`config.mk`:
```
export PLATFORM = sky130hd
export DESIGN_NAME = utf8_text_normalizer_unit
export DESIGN_NICKNAME = d
export VERILOG_FILES = /design/src/utn_pkg.sv /design/src/utn_front.sv /design/src/utn_fifo.sv /design/src/utn_back.sv /design/src/utf8_text_normalizer_unit.sv
export VERILOG_INCLUDE_DIRS = /design/src /design/src/src
export SDC_FILE = /design/constraint.sdc
export NUM_CORES = 1
export LEC_CHECK = 0
export BUFFER_PORTS_ARGS = -buffer_cell sky130_fd_sc_hd__buf_2
export CAP_MARGIN = 20
export CORE_ASPECT_RATIO = 1.75
export CORE_MARGIN = 2
export CORE_UTILIZATION = 45
export CTS_CLUSTER_DIAMETER = 50
export CTS_CLUSTER_SIZE = 40
export DETAILED_ROUTE_END_ITERATION = 7
export GPL_TIMING_DRIVEN = 0
export SYNTH_ARGS = -nofsm -noshare
export SYNTH_HDL_FRONTEND = slang
export SYNTH_SLANG_ARGS = --single-unit
```
`constraint.sdc`:
```
create_clock -name clk -period 4.14 [get_ports clk]
set_input_delay 0.414 -clock clk [delete_from_list [all_inputs] [get_ports clk]]
set_output_delay 0.414 -clock clk [all_outputs]
set_load 0.01 [all_outputs]
```
`src/utf8_text_normalizer_unit_assert.svh`:
```
// Assertion macros shared by the text normalizer modules.
`ifndef UTF8_TEXT_NORMALIZER_UNIT_ASSERT_SVH
`define UTF8_TEXT_NORMALIZER_UNIT_ASSERT_SVH

// Same-cycle implication, checked on every clock edge outside reset.
`define UTN_ASSERT_NOW(label, ante, cons, msg) \
  label: assert property (@(posedge clk) disable iff (!rst_n) (ante) |-> (cons)) \
    else $error(msg);

// Next-cycle implication, checked on every clock edge outside reset.
`define UTN_ASSERT_NEXT(label, ante, cons, msg) \
  label: assert property (@(posedge clk) disable iff (!rst_n) (ante) |=> (cons)) \
    else $error(msg);

`endif

```
`src/utn_pkg.sv`:
```
// Package with shared types, constants and helpers for the UTF-8 text normalizer.
package utn_pkg;

  // Default number of run entries between the classifier and the serializer.
  localparam int QueueDepth = 4;

  // Per-sequence status code carried on every output byte of a run.
  typedef enum logic [2:0] {
    ST_OK        = 3'd0,
    ST_BAD_LEAD  = 3'd1,
    ST_TRUNC     = 3'd2,
    ST_BAD_CONT  = 3'd3,
    ST_UNHANDLED = 3'd4
  } status_t;

  // One run: the output bytes caused by one input byte, first byte in slot 0.
  typedef struct packed {
    logic [3:0][7:0] bytes;
    logic [1:0]      last_idx;
    status_t         status;
    logic            text_end;
  } run_t;

  // Replacement characters.
  localparam logic [7:0] CH_SPACE = 8'h20;
  localparam logic [7:0] CH_ONE   = 8'h31;
  localparam logic [7:0] CH_SLASH = 8'h2F;
  localparam logic [7:0] CH_TWO   = 8'h32;
  localparam logic [7:0] CH_X     = 8'h78;
  localparam logic [7:0] CH_DASH  = 8'h2D;

  // Printable ASCII bounds.
  localparam logic [7:0] CH_PRINT_LO = 8'h20;
  localparam logic [7:0] CH_PRINT_HI = 8'h7E;

  // Encoded sequences that are replaced.
  localparam logic [31:0] SEQ_HALF   = 32'h0000C2BD;
  localparam logic [31:0] SEQ_TIMES  = 32'h0000C397;
  localparam logic [31:0] SEQ_NDASH  = 32'h00E28093;
  localparam logic [31:0] SEQ_MDASH  = 32'h00E28094;
  localparam logic [31:0] SEQ_MINUS  = 32'h00E28892;

  // Encoded letters that pass through with an ok status.
  localparam logic [31:0] SEQ_A_UML  = 32'h0000C384;
  localparam logic [31:0] SEQ_O_UML  = 32'h0000C396;
  localparam logic [31:0] SEQ_U_UML  = 32'h0000C39C;
  localparam logic [31:0] SEQ_SZ     = 32'h0000C39F;
  localparam logic [31:0] SEQ_AL_UML = 32'h0000C3A4;
  localparam logic [31:0] SEQ_OL_UML = 32'h0000C3B6;
  localparam logic [31:0] SEQ_UL_UML = 32'h0000C3BC;
  localparam logic [31:0] SEQ_UL_CIR = 32'h0000C3BB;

  // True for the ASCII digits 0 through 9.
  function automatic logic is_digit(input logic [7:0] b);
    return (b >= 8'h30) && (b <= 8'h39);
  endfunction

endpackage

```
`src/utn_front.sv`:
```
// Front end: accepts text bytes, tracks open UTF-8 sequences and builds output runs.
`include "utf8_text_normalizer_unit_assert.svh"

module utn_front import utn_pkg::*; (
  input  logic       clk,
  input  logic       rst_n,
  input  logic       in_tvalid,
  output logic       in_tready,
  input  logic [7:0] in_tdata,   // in_byte
  input  logic       in_tlast,   // string_end
  input  logic       q_full,
  output logic       q_push,
  output run_t       q_run
);

  logic [23:0] pend_r, pend_nxt;
  logic [1:0]  cnt_r, cnt_nxt;
  logic [2:0]  exp_r, exp_nxt;
  logic        digit_r, digit_nxt;

  logic            accept;
  logic            emit;
  logic [2:0]      seq_len;
  logic [2:0]      cnt_inc;
  logic [31:0]     seq_value;
  logic [3:0][7:0] raw_bytes;
  logic [1:0]      raw_last;
  logic [3:0][7:0] sub_bytes;
  logic [1:0]      sub_last;
  status_t         sub_status;

  assign in_tready = !q_full;
  assign accept    = in_tvalid && in_tready;
  assign seq_value = {pend_r, in_tdata};
  assign cnt_inc   = {1'b0, cnt_r} + 3'd1;

  // Sequence length from the lead byte; zero marks a bad lead.
  always_comb begin
    seq_len = 3'd0;
    if (!in_tdata[7]) begin
      seq_len = 3'd1;
    end else if (in_tdata[7:5] == 3'b110) begin
      seq_len = 3'd2;
    end else if (in_tdata[7:4] == 4'b1110) begin
      seq_len = 3'd3;
    end else if (in_tdata[7:3] == 5'b11110) begin
      seq_len = 3'd4;
    end
  end

  // Held bytes plus the current byte, in emission order.
  always_comb begin
    raw_bytes = '0;
    unique case (cnt_r)
      2'd1: begin
        raw_bytes[0] = pend_r[7:0];
        raw_bytes[1] = in_tdata;
        raw_last     = 2'd1;
      end
      2'd2: begin
        raw_bytes[0] = pend_r[15:8];
        raw_bytes[1] = pend_r[7:0];
        raw_bytes[2] = in_tdata;
        raw_last     = 2'd2;
      end
      2'd3: begin
        raw_bytes[0] = pend_r[23:16];
        raw_bytes[1] = pend_r[15:8];
        raw_bytes[2] = pend_r[7:0];
        raw_bytes[3] = in_tdata;
        raw_last     = 2'd3;
      end
      default: begin
        raw_bytes[0] = in_tdata;
        raw_last     = 2'd0;
      end
    endcase
  end

  // Substitution of a completed multi-byte sequence.
  always_comb begin
    sub_bytes  = raw_bytes;
    sub_last   = raw_last;
    sub_status = ST_OK;
    if (seq_value == SEQ_HALF) begin
      if (digit_r) begin
        sub_bytes = {CH_TWO, CH_SLASH, CH_ONE, CH_SPACE};
        sub_last  = 2'd3;
      end else begin
        sub_bytes = {8'h00, CH_TWO, CH_SLASH, CH_ONE};
        sub_last  = 2'd2;
      end
    end else if (seq_value == SEQ_TIMES) begin
      sub_bytes = {24'h000000, CH_X};
      sub_last  = 2'd0;
    end else if ((seq_value == SEQ_NDASH) || (seq_value == SEQ_MDASH) ||
                 (seq_value == SEQ_MINUS)) begin
      sub_bytes = {24'h000000, CH_DASH};
      sub_last  = 2'd0;
    end else if ((seq_value == SEQ_A_UML) || (seq_value == SEQ_O_UML) ||
                 (seq_value == SEQ_U_UML) || (seq_value == SEQ_SZ) ||
                 (seq_value == SEQ_AL_UML) || (seq_value == SEQ_OL_UML) ||
                 (seq_value == SEQ_UL_UML) || (seq_value == SEQ_UL_CIR)) begin
      sub_status = ST_OK;
    end else begin
      sub_status = ST_UNHANDLED;
    end
  end

  // Sequence tracking and run assembly for the byte on the input.
  always_comb begin
    emit           = 1'b0;
    q_run.bytes    = {24'h000000, in_tdata};
    q_run.last_idx = 2'd0;
    q_run.status   = ST_OK;
    q_run.text_end = in_tlast;
    pend_nxt       = pend_r;
    cnt_nxt        = cnt_r;
    exp_nxt        = exp_r;
    digit_nxt      = digit_r;
    if (exp_r == 3'd0) begin
      if (seq_len == 3'd0) begin
        emit         = 1'b1;
        q_run.status = ST_BAD_LEAD;
        digit_nxt    = is_digit(in_tdata);
      end else if (seq_len == 3'd1) begin
        emit = 1'b1;
        if ((in_tdata < CH_PRINT_LO) || (in_tdata > CH_PRINT_HI)) begin
          q_run.status = ST_UNHANDLED;
        end
        digit_nxt = is_digit(in_tdata);
      end else if (in_tlast) begin
        emit         = 1'b1;
        q_run.status = ST_TRUNC;
      end else begin
        pend_nxt = {16'h0000, in_tdata};
        cnt_nxt  = 2'd1;
        exp_nxt  = seq_len;
      end
    end else begin
      if (in_tdata[7:6] != 2'b10) begin
        emit           = 1'b1;
        q_run.bytes    = raw_bytes;
        q_run.last_idx = raw_last;
        q_run.status   = ST_BAD_CONT;
        digit_nxt      = is_digit(in_tdata);
        pend_nxt       = '0;
        cnt_nxt        = 2'd0;
        exp_nxt        = 3'd0;
      end else if (cnt_inc >= exp_r) begin
        emit           = 1'b1;
        q_run.bytes    = sub_bytes;
        q_run.last_idx = sub_last;
        q_run.status   = sub_status;
        digit_nxt      = is_digit(in_tdata);
        pend_nxt       = '0;
        cnt_nxt        = 2'd0;
        exp_nxt        = 3'd0;
      end else if (in_tlast) begin
        emit           = 1'b1;
        q_run.bytes    = raw_bytes;
        q_run.last_idx = raw_last;
        q_run.status   = ST_TRUNC;
      end else begin
        pend_nxt = seq_value[23:0];
        cnt_nxt  = cnt_inc[1:0];
      end
    end
    // The end of the string returns all state to reset.
    if (in_tlast) begin
      pend_nxt  = '0;
      cnt_nxt   = 2'd0;
      exp_nxt   = 3'd0;
      digit_nxt = 1'b0;
    end
  end

  assign q_push = accept && emit;

  // State registers advance only on an accepted request.
  always_ff @(posedge clk) begin
    if (!rst_n) begin
      pend_r  <= '0;
      cnt_r   <= 2'd0;
      exp_r   <= 3'd0;
      digit_r <= 1'b0;
    end else if (accept) begin
      pend_r  <= pend_nxt;
      cnt_r   <= cnt_nxt;
      exp_r   <= exp_nxt;
      digit_r <= digit_nxt;
    end
  end

  `UTN_ASSERT_NOW(a_open_count, exp_r != 3'd0, (cnt_r != 2'd0) && ({1'b0, cnt_r} < exp_r), "held byte count does not fit the open sequence")
  `UTN_ASSERT_NEXT(a_end_clears, accept && in_tlast, (exp_r == 3'd0) && !digit_r, "state not cleared after end of string")
  `UTN_ASSERT_NOW(a_end_emits, accept && in_tlast, q_push, "end of string produced no run")

endmodule

```
`src/utn_fifo.sv`:
```
// Run queue between the classifier front end and the byte serializer.
`include "utf8_text_normalizer_unit_assert.svh"

module utn_fifo import utn_pkg::*; #(
  parameter int DEPTH = QueueDepth
) (
  input  logic clk,
  input  logic rst_n,
  input  logic push,
  input  run_t wr_run,
  input  logic pop,
  output run_t head,
  output logic full,
  output logic empty
);

  localparam int AW = (DEPTH > 1) ? $clog2(DEPTH) : 1;

  run_t        mem_r [DEPTH];
  logic [AW:0] wr_ptr_r, wr_ptr_nxt;
  logic [AW:0] rd_ptr_r, rd_ptr_nxt;

  assign empty = (wr_ptr_r == rd_ptr_r);
  assign full  = (wr_ptr_r[AW] != rd_ptr_r[AW]) && (wr_ptr_r[AW-1:0] == rd_ptr_r[AW-1:0]);
  assign head  = mem_r[rd_ptr_r[AW-1:0]];

  // Pointer advance.
  always_comb begin
    wr_ptr_nxt = push ? wr_ptr_r + (AW+1)'(1) : wr_ptr_r;
    rd_ptr_nxt = pop ? rd_ptr_r + (AW+1)'(1) : rd_ptr_r;
  end

  always_ff @(posedge clk) begin
    if (!rst_n) begin
      wr_ptr_r <= '0;
      rd_ptr_r <= '0;
    end else begin
      wr_ptr_r <= wr_ptr_nxt;
      rd_ptr_r <= rd_ptr_nxt;
    end
  end

  // Entry storage; payload needs no reset.
  always_ff @(posedge clk) begin
    if (push) begin
      mem_r[wr_ptr_r[AW-1:0]] <= wr_run;
    end
  end

  `UTN_ASSERT_NOW(a_no_overflow, full, !push, "run pushed into a full queue")
  `UTN_ASSERT_NOW(a_no_underflow, empty, !pop, "run popped from an empty queue")
  `UTN_ASSERT_NOW(a_fill_bound, 1'b1, (AW+1)'(wr_ptr_r - rd_ptr_r) <= (AW+1)'(DEPTH), "queue fill exceeds its depth")

endmodule

```
`src/utn_back.sv`:
```
// Back end: walks each queued run and drives its bytes through an output register.
module utn_back import utn_pkg::*; (
  input  logic       clk,
  input  logic       rst_n,
  input  run_t       head,
  input  logic       q_empty,
  output logic       q_pop,
  output logic       out_tvalid,
  input  logic       out_tready,
  output logic [7:0] out_tdata,   // out_byte
  output logic       out_tlast,   // text_last
  output logic [3:0] out_tuser    // run_last, status[2:0]
);

  logic [1:0] idx_r, idx_nxt;
  logic       valid_r, valid_nxt;
  logic [7:0] byte_r;
  logic       run_last_r;
  logic       text_last_r;
  status_t    status_r;
  logic       load;
  logic       at_last;

  assign load    = !q_empty && (!valid_r || out_tready);
  assign at_last = (idx_r == head.last_idx);
  assign q_pop   = load && at_last;

  // Byte index within the head run and output valid.
  always_comb begin
    idx_nxt   = idx_r;
    valid_nxt = valid_r;
    if (load) begin
      idx_nxt   = at_last ? 2'd0 : idx_r + 2'd1;
      valid_nxt = 1'b1;
    end else if (out_tready) begin
      valid_nxt = 1'b0;
    end
  end

  always_ff @(posedge clk) begin
    if (!rst_n) begin
      idx_r   <= 2'd0;
      valid_r <= 1'b0;
    end else begin
      idx_r   <= idx_nxt;
      valid_r <= valid_nxt;
    end
  end

  // Output payload register.
  always_ff @(posedge clk) begin
    if (load) begin
      byte_r      <= head.bytes[idx_r];
      run_last_r  <= at_last;
      text_last_r <= at_last && head.text_end;
      status_r    <= head.status;
    end
  end

  assign out_tvalid = valid_r;
  assign out_tdata  = byte_r;
  assign out_tlast  = text_last_r;
  assign out_tuser  = {status_r, run_last_r};

endmodule

```
`src/utf8_text_normalizer_unit.sv`:
```
// Top level of the UTF-8 text normalizer: front end, run queue and byte serializer.
//
// Takes one text byte per request and one output byte per cycle while out_tready is high.
// A byte is accepted in every cycle while the run queue has a free entry; bytes that leave
// a sequence open produce nothing, every other byte produces a run of one to four output
// bytes, and the serializer sends one byte of that run per cycle while out_tready is high,
// so the queue (QUEUE_DEPTH runs) absorbs those bursts. A run is written into the queue
// when its input byte is accepted; its bytes then pass through the output register. Each
// run carries run_last on its final byte, text_last on the final byte of a string, and one
// status code: 0 ok, 1 bad lead, 2 truncated, 3 bad continuation, 4 unhandled code.
module utf8_text_normalizer_unit import utn_pkg::*; #(
  parameter int QUEUE_DEPTH = QueueDepth
) (
  input  logic       clk,
  input  logic       rst_n,
  input  logic       in_tvalid,
  output logic       in_tready,
  input  logic [7:0] in_tdata,    // in_byte
  input  logic       in_tlast,    // string_end
  output logic       out_tvalid,
  input  logic       out_tready,
  output logic [7:0] out_tdata,   // out_byte
  output logic       out_tlast,   // text_last
  output logic [3:0] out_tuser    // run_last, status[2:0]
);

  run_t q_wr_run;
  run_t q_head;
  logic q_push;
  logic q_pop;
  logic q_full;
  logic q_empty;

  utn_front u_front (
    .clk       (clk),
    .rst_n     (rst_n),
    .in_tvalid (in_tvalid),
    .in_tready (in_tready),
    .in_tdata  (in_tdata),
    .in_tlast  (in_tlast),
    .q_full    (q_full),
    .q_push    (q_push),
    .q_run     (q_wr_run)
  );

  utn_fifo #(
    .DEPTH (QUEUE_DEPTH)
  ) u_fifo (
    .clk    (clk),
    .rst_n  (rst_n),
    .push   (q_push),
    .wr_run (q_wr_run),
    .pop    (q_pop),
    .head   (q_head),
    .full   (q_full),
    .empty  (q_empty)
  );

  utn_back u_back (
    .clk        (clk),
    .rst_n      (rst_n),
    .head       (q_head),
    .q_empty    (q_empty),
    .q_pop      (q_pop),
    .out_tvalid (out_tvalid),
    .out_tready (out_tready),
    .out_tdata  (out_tdata),
    .out_tlast  (out_tlast),
    .out_tuser  (out_tuser)
  );

endmodule

```
==> results of run 1 <==
critical path, cell delays in order (launching register included):
cell	delay [ns]
dfxtp_1	0.48
inv_1	0.11
ha_1	0.34
ha_1	0.33
a2111oi_0	0.52
a211oi_2	0.25
nor2_1	0.49
nor2_2	0.13
o31ai_1	0.69
how the worst max path moves through the flow:
| stage | from | end | slack [ns] | depth (start not counted) |
|---|---|---|---|---|
| final | u_front.cnt_r[0] | u_fifo.mem_r[0][14] | 0.47 | 8 |
| after CTS | u_front.cnt_r[0] | u_fifo.mem_r[0][14] | 0.52 | 8 |
| after global routing | u_front.cnt_r[0] | u_fifo.mem_r[0][14] | 0.23 | 8 |
| after global placement | u_front.cnt_r[0] | u_fifo.mem_r[3][6] | -0.40 | 8 |
| after detailed placement | u_front.cnt_r[0] | u_fifo.mem_r[1][5] | 0.53 | 8 |
| after floorplan | u_front.cnt_r[0] | u_fifo.mem_r[3][0] | 0.83 | 8 |
cells in the mapped netlist, types with 6 or more instances:
cell type,count
a21boi_1,19
a21o_1,6
a21oi_1,21
a222oi_1,13
a22oi_1,13
a31oi_1,6
and2_1,9
buf_2,10
clkbuf_1,38
dfxtp_1,41
edfxtp_1,165
ha_1,12
inv_1,11
mux4_2,46
nand2_1,53
nand3_1,29
nor2_1,34
nor2b_1,8
o21ai_0,10
o21ai_1,16
xnor2_1,6
state kept, by name, indices dropped and copies added (netlist names), named ones only:
signal             count
u_back.idx_r           2
u_back.out_tdata       8
u_back.out_tlast       1
u_back.out_tvalid      1
u_back.run_last_r      1
u_back.status_r        3
u_fifo.mem_r         152
u_fifo.rd_ptr_r        3
u_fifo.wr_ptr_r        3
u_front.cnt_r          2
u_front.digit_r        1
u_front.exp_r          3
u_front.pend_r        24
report_power, final:
group	internal (mW)	switching (mW)	leakage (nW)	total (mW)
sequential	2.42	0.0542	1.98	2.48
clock	0.632	0.746	0.213	1.38
combinational	0.473	0.577	1.17	1.05
layer usage:
layer	share of wire (%)	track usage, %	vias to the layer above
met5	0	0	-
met4	5.9	13.3	0
met3	4.7	2.21	67
met2	54	42.7	234
met1	36	27.0	3084
li1	-	-	2752
cell families (layout without fill, tap and decap cells):
| kind of cell | after synthesis | in the layout |
|---|---|---|
| adder cells (fa/ha/maj) | 12 | 12 |
| buffers and inverters | 61 | 113 |
| flip-flops | 206 | 206 |
| multiplexers | 47 | 47 |
| AO/OA/AOI/OAI | 150 | 150 |
| AND/OR/NAND/NOR | 187 | 187 |
| XOR/XNOR | 9 | 9 |
cell type report:
| class | instances | area (sq um) | area share [%] |
|---|---|---|---|
| plain buffers | 50 | 211 | 2.04 |
| clock buffers | 13 | 325 | 3.14 |
| clock inverters | 8 | 118 | 1.13 |
| inverters | 11 | 41.3 | 0.398 |
| multi-input cells | 405 | 3350 | 32.4 |
| flip-flops and latches | 206 | 5780 | 55.7 |
| well taps | 248 | 310 | 2.99 |
| repair buffers | 31 | 228 | 2.20 |
cells in the final DEF (no fill, tap or decap), types with 4 or more instances in the layout:
master / instances
nand3_1: 29
inv_8: 4
edfxtp_1: 165
o22ai_1: 4
dfxtp_1: 41
a31oi_1: 6
nand2b_1: 5
a21o_1: 6
xnor2_1: 6
ha_1: 12
a32o_1: 5
nor4_1: 5
or3_1: 4
buf_12: 4
mux4_2: 46
nor2b_1: 7
nor2_1: 34
a22oi_1: 13
a21boi_1: 19
nor3_1: 5
o21ai_0: 10
and2_2: 4
o21ai_1: 16
nand2_1: 53
a21oi_1: 21
a222oi_1: 13
clkbuf_16: 13
o211ai_1: 5
clkbuf_1: 38
and2_1: 5
o31ai_1: 4
nand4_1: 5
inv_1: 11
buf_2: 35
==> impl_metrics.ini, run 1 <==
[cts]
htreeDepth = 1
post_cts_resized = 0
cts_root_buf = clkbuf_16
clk-insertion-delay-late_ns = 0.49
clk_path_buf_depth = 3
clock_sink_count = 206
hold_buffers = 0
cts_tree = yes
clk_pin_slew_ns = 0.12
cts_setup_buffers = 0
cts_buffers = 13

[synthesis]
synth_xor_area_share_pct = 0.841
yosysUniqueCellTypes = 74
ys_warn_count = 0
syn_inst = 672
muxShareOfSynthArea_pct = 11.2
ys.flop_type = edfxtp_1
syn-num-nets = 697
yosysTopAreaCellShare_pct = 52.9
synth-compound-area-share_pct = 11.5
ys_seq_area_share_pct = 61.6
yosysTopAreaCell = edfxtp_1
synth_edf_count = 165
syn-mean-instance-area_sq_um = 13.9
synth_simple_gate_area_share_pct = 10.5
synthAdderAreaFrac_pct = 1.60
ys_async_sr_fraction_pct = 0
synth_top_family_by_area = compound AO/OA/AOI/OAI gates
synth_area_leaders = edfxtp_1 53%, mux4_2 11%, dfxtp_1 8.8%
ys_ff_latch = 206
syn-cell-area_sq_um = 9370

[sta]
rsz0062_at_grt = false
fin_skew_ns = 0.0521
drv_slew = 0
setup_tns_ns = 0
finalHoldViolCount = 0
setup_slack_ns = 0.472
max_slew_margin_pct = 33.2
fmax_mhz = 273
tightest_slew_ns = 1.00
hold_slack_ns = 0.179
period_share_pct = 88.6
fin_crit_ns = 3.67
finalSetupViolCount = 0

[power]
power.density_nw_per_um2 = 473
finalPower_mw = 4.90
peakVddDrop_mv = 0.306
power_leakage_nw = 3.36

[job]
cap_violations = 0

[route]
avgRoutedWirePerCell_um = 26.7
routed_wl_mm = 25.9
drcViolationCount = 3
ant_nets = 0
avgViaCountPerCell = 6.31
num_vias = 6137
first_pass_iters = 8
detailedRoute.firstIterationViolations = 648

[global_route]
grt_pass1_vias = 6306
grtUsageTotal_pct = 23.6
antenna_found_initial = 0
grt_pass1_wl_mm = 38.8
overflow = 0
grt_max_degree = 35

[run_status]
outcome = complete, but fails checks
violations = DRC

[floorplan]
die_h_um = 195
pin_count = 28
num_rows = 69
die_w_um = 113
start_util_pct = 46.0
die_area_sq_um = 22000
core-area_sq_um = 20400

[critical_path]
arrival_ns = 3.83
worstPathMaxFanout = 7
rrSetupSlack_ns = 0.47
endpoint_kind = flip-flop
rr_endpoint = u_fifo.mem_r[0][14]
reg2reg_depth = 8
start_kind = flip-flop
critPathKind = flip-flop to flip-flop
crit_required_ns = 4.30
r2r_start = u_front.cnt_r[0]

[place]
dp_slack_ns = 0.534
hpwlAfterDp_mm = 18.9
io_buffer_count = 25
gp_congestion = 1.05
placed_cell_area_sq_um = 9920
dp_cells = 951

[worst_hold_path]
min_from = in_tlast
holdPathEnd = u_fifo.mem_r[3][0]
holdPathStages = 1
hold_class = input port to flip-flop

[finish]
nNetsFinal = 743
diodes = 0
finalNonFillerCells = 972
area_growth_pct = 10.6
post-route-util_pct = 50.9
drive_gt1_share_pct = 17.5
fillers = 1760
design_area_sq_um = 10400
Power figures use the tool's default switching activity.
==> inputs of run 2 (changes only) <==
Settings changed: CTS_BUF_LIST set to sky130_fd_sc_hd__clkbuf_4, PLACE_DENSITY set to 0.63.
==> run 2 against run 1 <==
The run still ends with DRC left. Die area stayed put. Critical path depth is 3 higher. Routed wire length is 2.3% lower. Clock-buffer cell count is 2 higher. Sequential power hardly changed.
==> impl_metrics.ini, run 2 (same netlist as run 1, synthesis figures left out) <==
[sta]
finalSetupViolCount = 0
setup_slack_ns = 0.384
finalHoldViolCount = 0
rsz0062_at_grt = false
fin_crit_ns = 3.76
fin_skew_ns = 0.0767
fmax_mhz = 266
max_slew_margin_pct = 30.4
tightest_slew_ns = 1.04
period_share_pct = 90.7
drv_slew = 0
setup_tns_ns = 0

[cts]
clk-insertion-delay-late_ns = 0.67
clock_sink_count = 206
cts_buffers = 14
clk_pin_slew_ns = 0.22
htreeDepth = 1
hold_buffers = 0
clk_path_buf_depth = 3
cts_tree = yes
cts_setup_buffers = 0
post_cts_resized = 0
cts_root_buf = clkbuf_4

[place]
hpwlAfterDp_mm = 18.3
gp_congestion = 0.900
io_buffer_count = 25
dp_cells = 951
dp_slack_ns = 0.508

[run_status]
outcome = complete, but fails checks
violations = DRC

[worst_hold_path]
min_from = in_tlast
holdPathStages = 1
holdPathEnd = u_fifo.mem_r[3][0]
hold_class = input port to flip-flop

[finish]
nNetsFinal = 744
drive_gt1_share_pct = 17.8
post-route-util_pct = 49.8
layout_common_cells = 165 x edfxtp_1, 53 x nand2_1, 46 x mux4_2
area_growth_pct = 8.31
finalNonFillerCells = 975
largest_register_ffs = 152
layout_commonest_cell = edfxtp_1
fillers = 1803

[global_route]
grt_pass1_vias = 6301
grt_max_degree = 33
overflow = 0
antenna_found_initial = 1
grt_pass1_wl_mm = 38.4
grtUsageTotal_pct = 23.2

[critical_path]
crit_chain = inv_1, ha_1, ha_1, a21o_1, a31o_2, clkbuf_1, nor3_1, clkbuf_1, buf_2, a21oi_1, o21ai_1
rr_endpoint = u_fifo.mem_r[3][13]
endpoint_kind = flip-flop
critPathKind = flip-flop to flip-flop
worstPathMaxFanout = 10
crit_slowest_cell = nor3_1
arrival_ns = 4.19
crit_required_ns = 4.57
start_kind = flip-flop
slowest_delay_ns = 0.56
r2r_start = u_front.cnt_r[0]
rrSetupSlack_ns = 0.38
reg2reg_depth = 11

[power]
finalPower_mw = 4.45
power_leakage_nw = 3.27
power.density_nw_per_um2 = 439
peakVddDrop_mv = 0.313

[route]
drcViolationCount = 2
ant_nets = 0
routed_wl_mm = 25.3
first_pass_iters = 8
detailedRoute.firstIterationViolations = 672
avgViaCountPerCell = 6.38
avgRoutedWirePerCell_um = 25.9
num_vias = 6216

[floorplan]
core-area_sq_um = 20400
die_area_sq_um = 22000
pin_count = 28
num_rows = 69
die_w_um = 113
die_h_um = 195
start_util_pct = 46.0

[job]
cap_violations = 0
-- run 2: changes by cell type in the layout (fill, tap and decap cells not counted), sizes merged --
cell	delta
clkbuf	+2
diode	+1
-- run 2: where the power goes --
group / internal [mW] / switching (mW)
combinational: 0.473 / 0.570
clock: 0.238 / 0.698
sequential: 2.42 / 0.0543
-- run 2: cell type report --
type,count,area (sq um),area share (%)
sequential,206,5780,56.9
inverter,11,41.3,0.407
clock buffer,15,113,1.11
tap,248,310,3.06
multi-input combinational,405,3350,33.0
clock inverter,8,118,1.16
timing repair buffer,31,228,2.24
buffer,50,211,2.08
antenna,1,2.50,0.0247
-- run 2: worst max-delay path by stage --
stage | from | end | slack (ns) | cells past startpoint
global placement | u_front.cnt_r[0] | u_fifo.mem_r[3][13] | -0.48 | 8
CTS | u_front.cnt_r[0] | u_fifo.mem_r[3][13] | 0.51 | 11
floorplan | u_front.cnt_r[0] | u_fifo.mem_r[3][0] | 0.83 | 8
global route | u_front.cnt_r[0] | u_fifo.mem_r[2][13] | 0.25 | 11
detailed placement | u_front.cnt_r[0] | u_fifo.mem_r[0][13] | 0.51 | 11
finish | u_front.cnt_r[0] | u_fifo.mem_r[3][13] | 0.38 | 11
-- run 2: critical path: cells and delay by family, from the launching register on --
| kind | cells | cell delay, ns |
|---|---|---|
| buf+inv | 4 | 1.13 |
| compound gates | 4 | 0.72 |
| fa+ha+maj | 2 | 0.63 |
| simple gates | 1 | 0.56 |
| flops | 1 | 0.55 |
-- run 2: per-layer routing --
metal	share of wire, %	up-vias	routed length, um	track usage, %
li1	-	2765	-	-
met1	36	3121	9190	27.3
met2	54	267	13700	42.6
met3	4.6	63	1170	2.03
met4	4.7	0	1190	10.2
met5	0	-	0	0
-- run 2: through the flow --
stage               hold slack, ns  instance area, sq um
global placement             0.453                  9800
CTS                        0.00524                 10100
detailed placement           0.473                  9910
floorplan                    0.443                  9370
global route                0.0117                 10100
finish                      0.0446                 10100
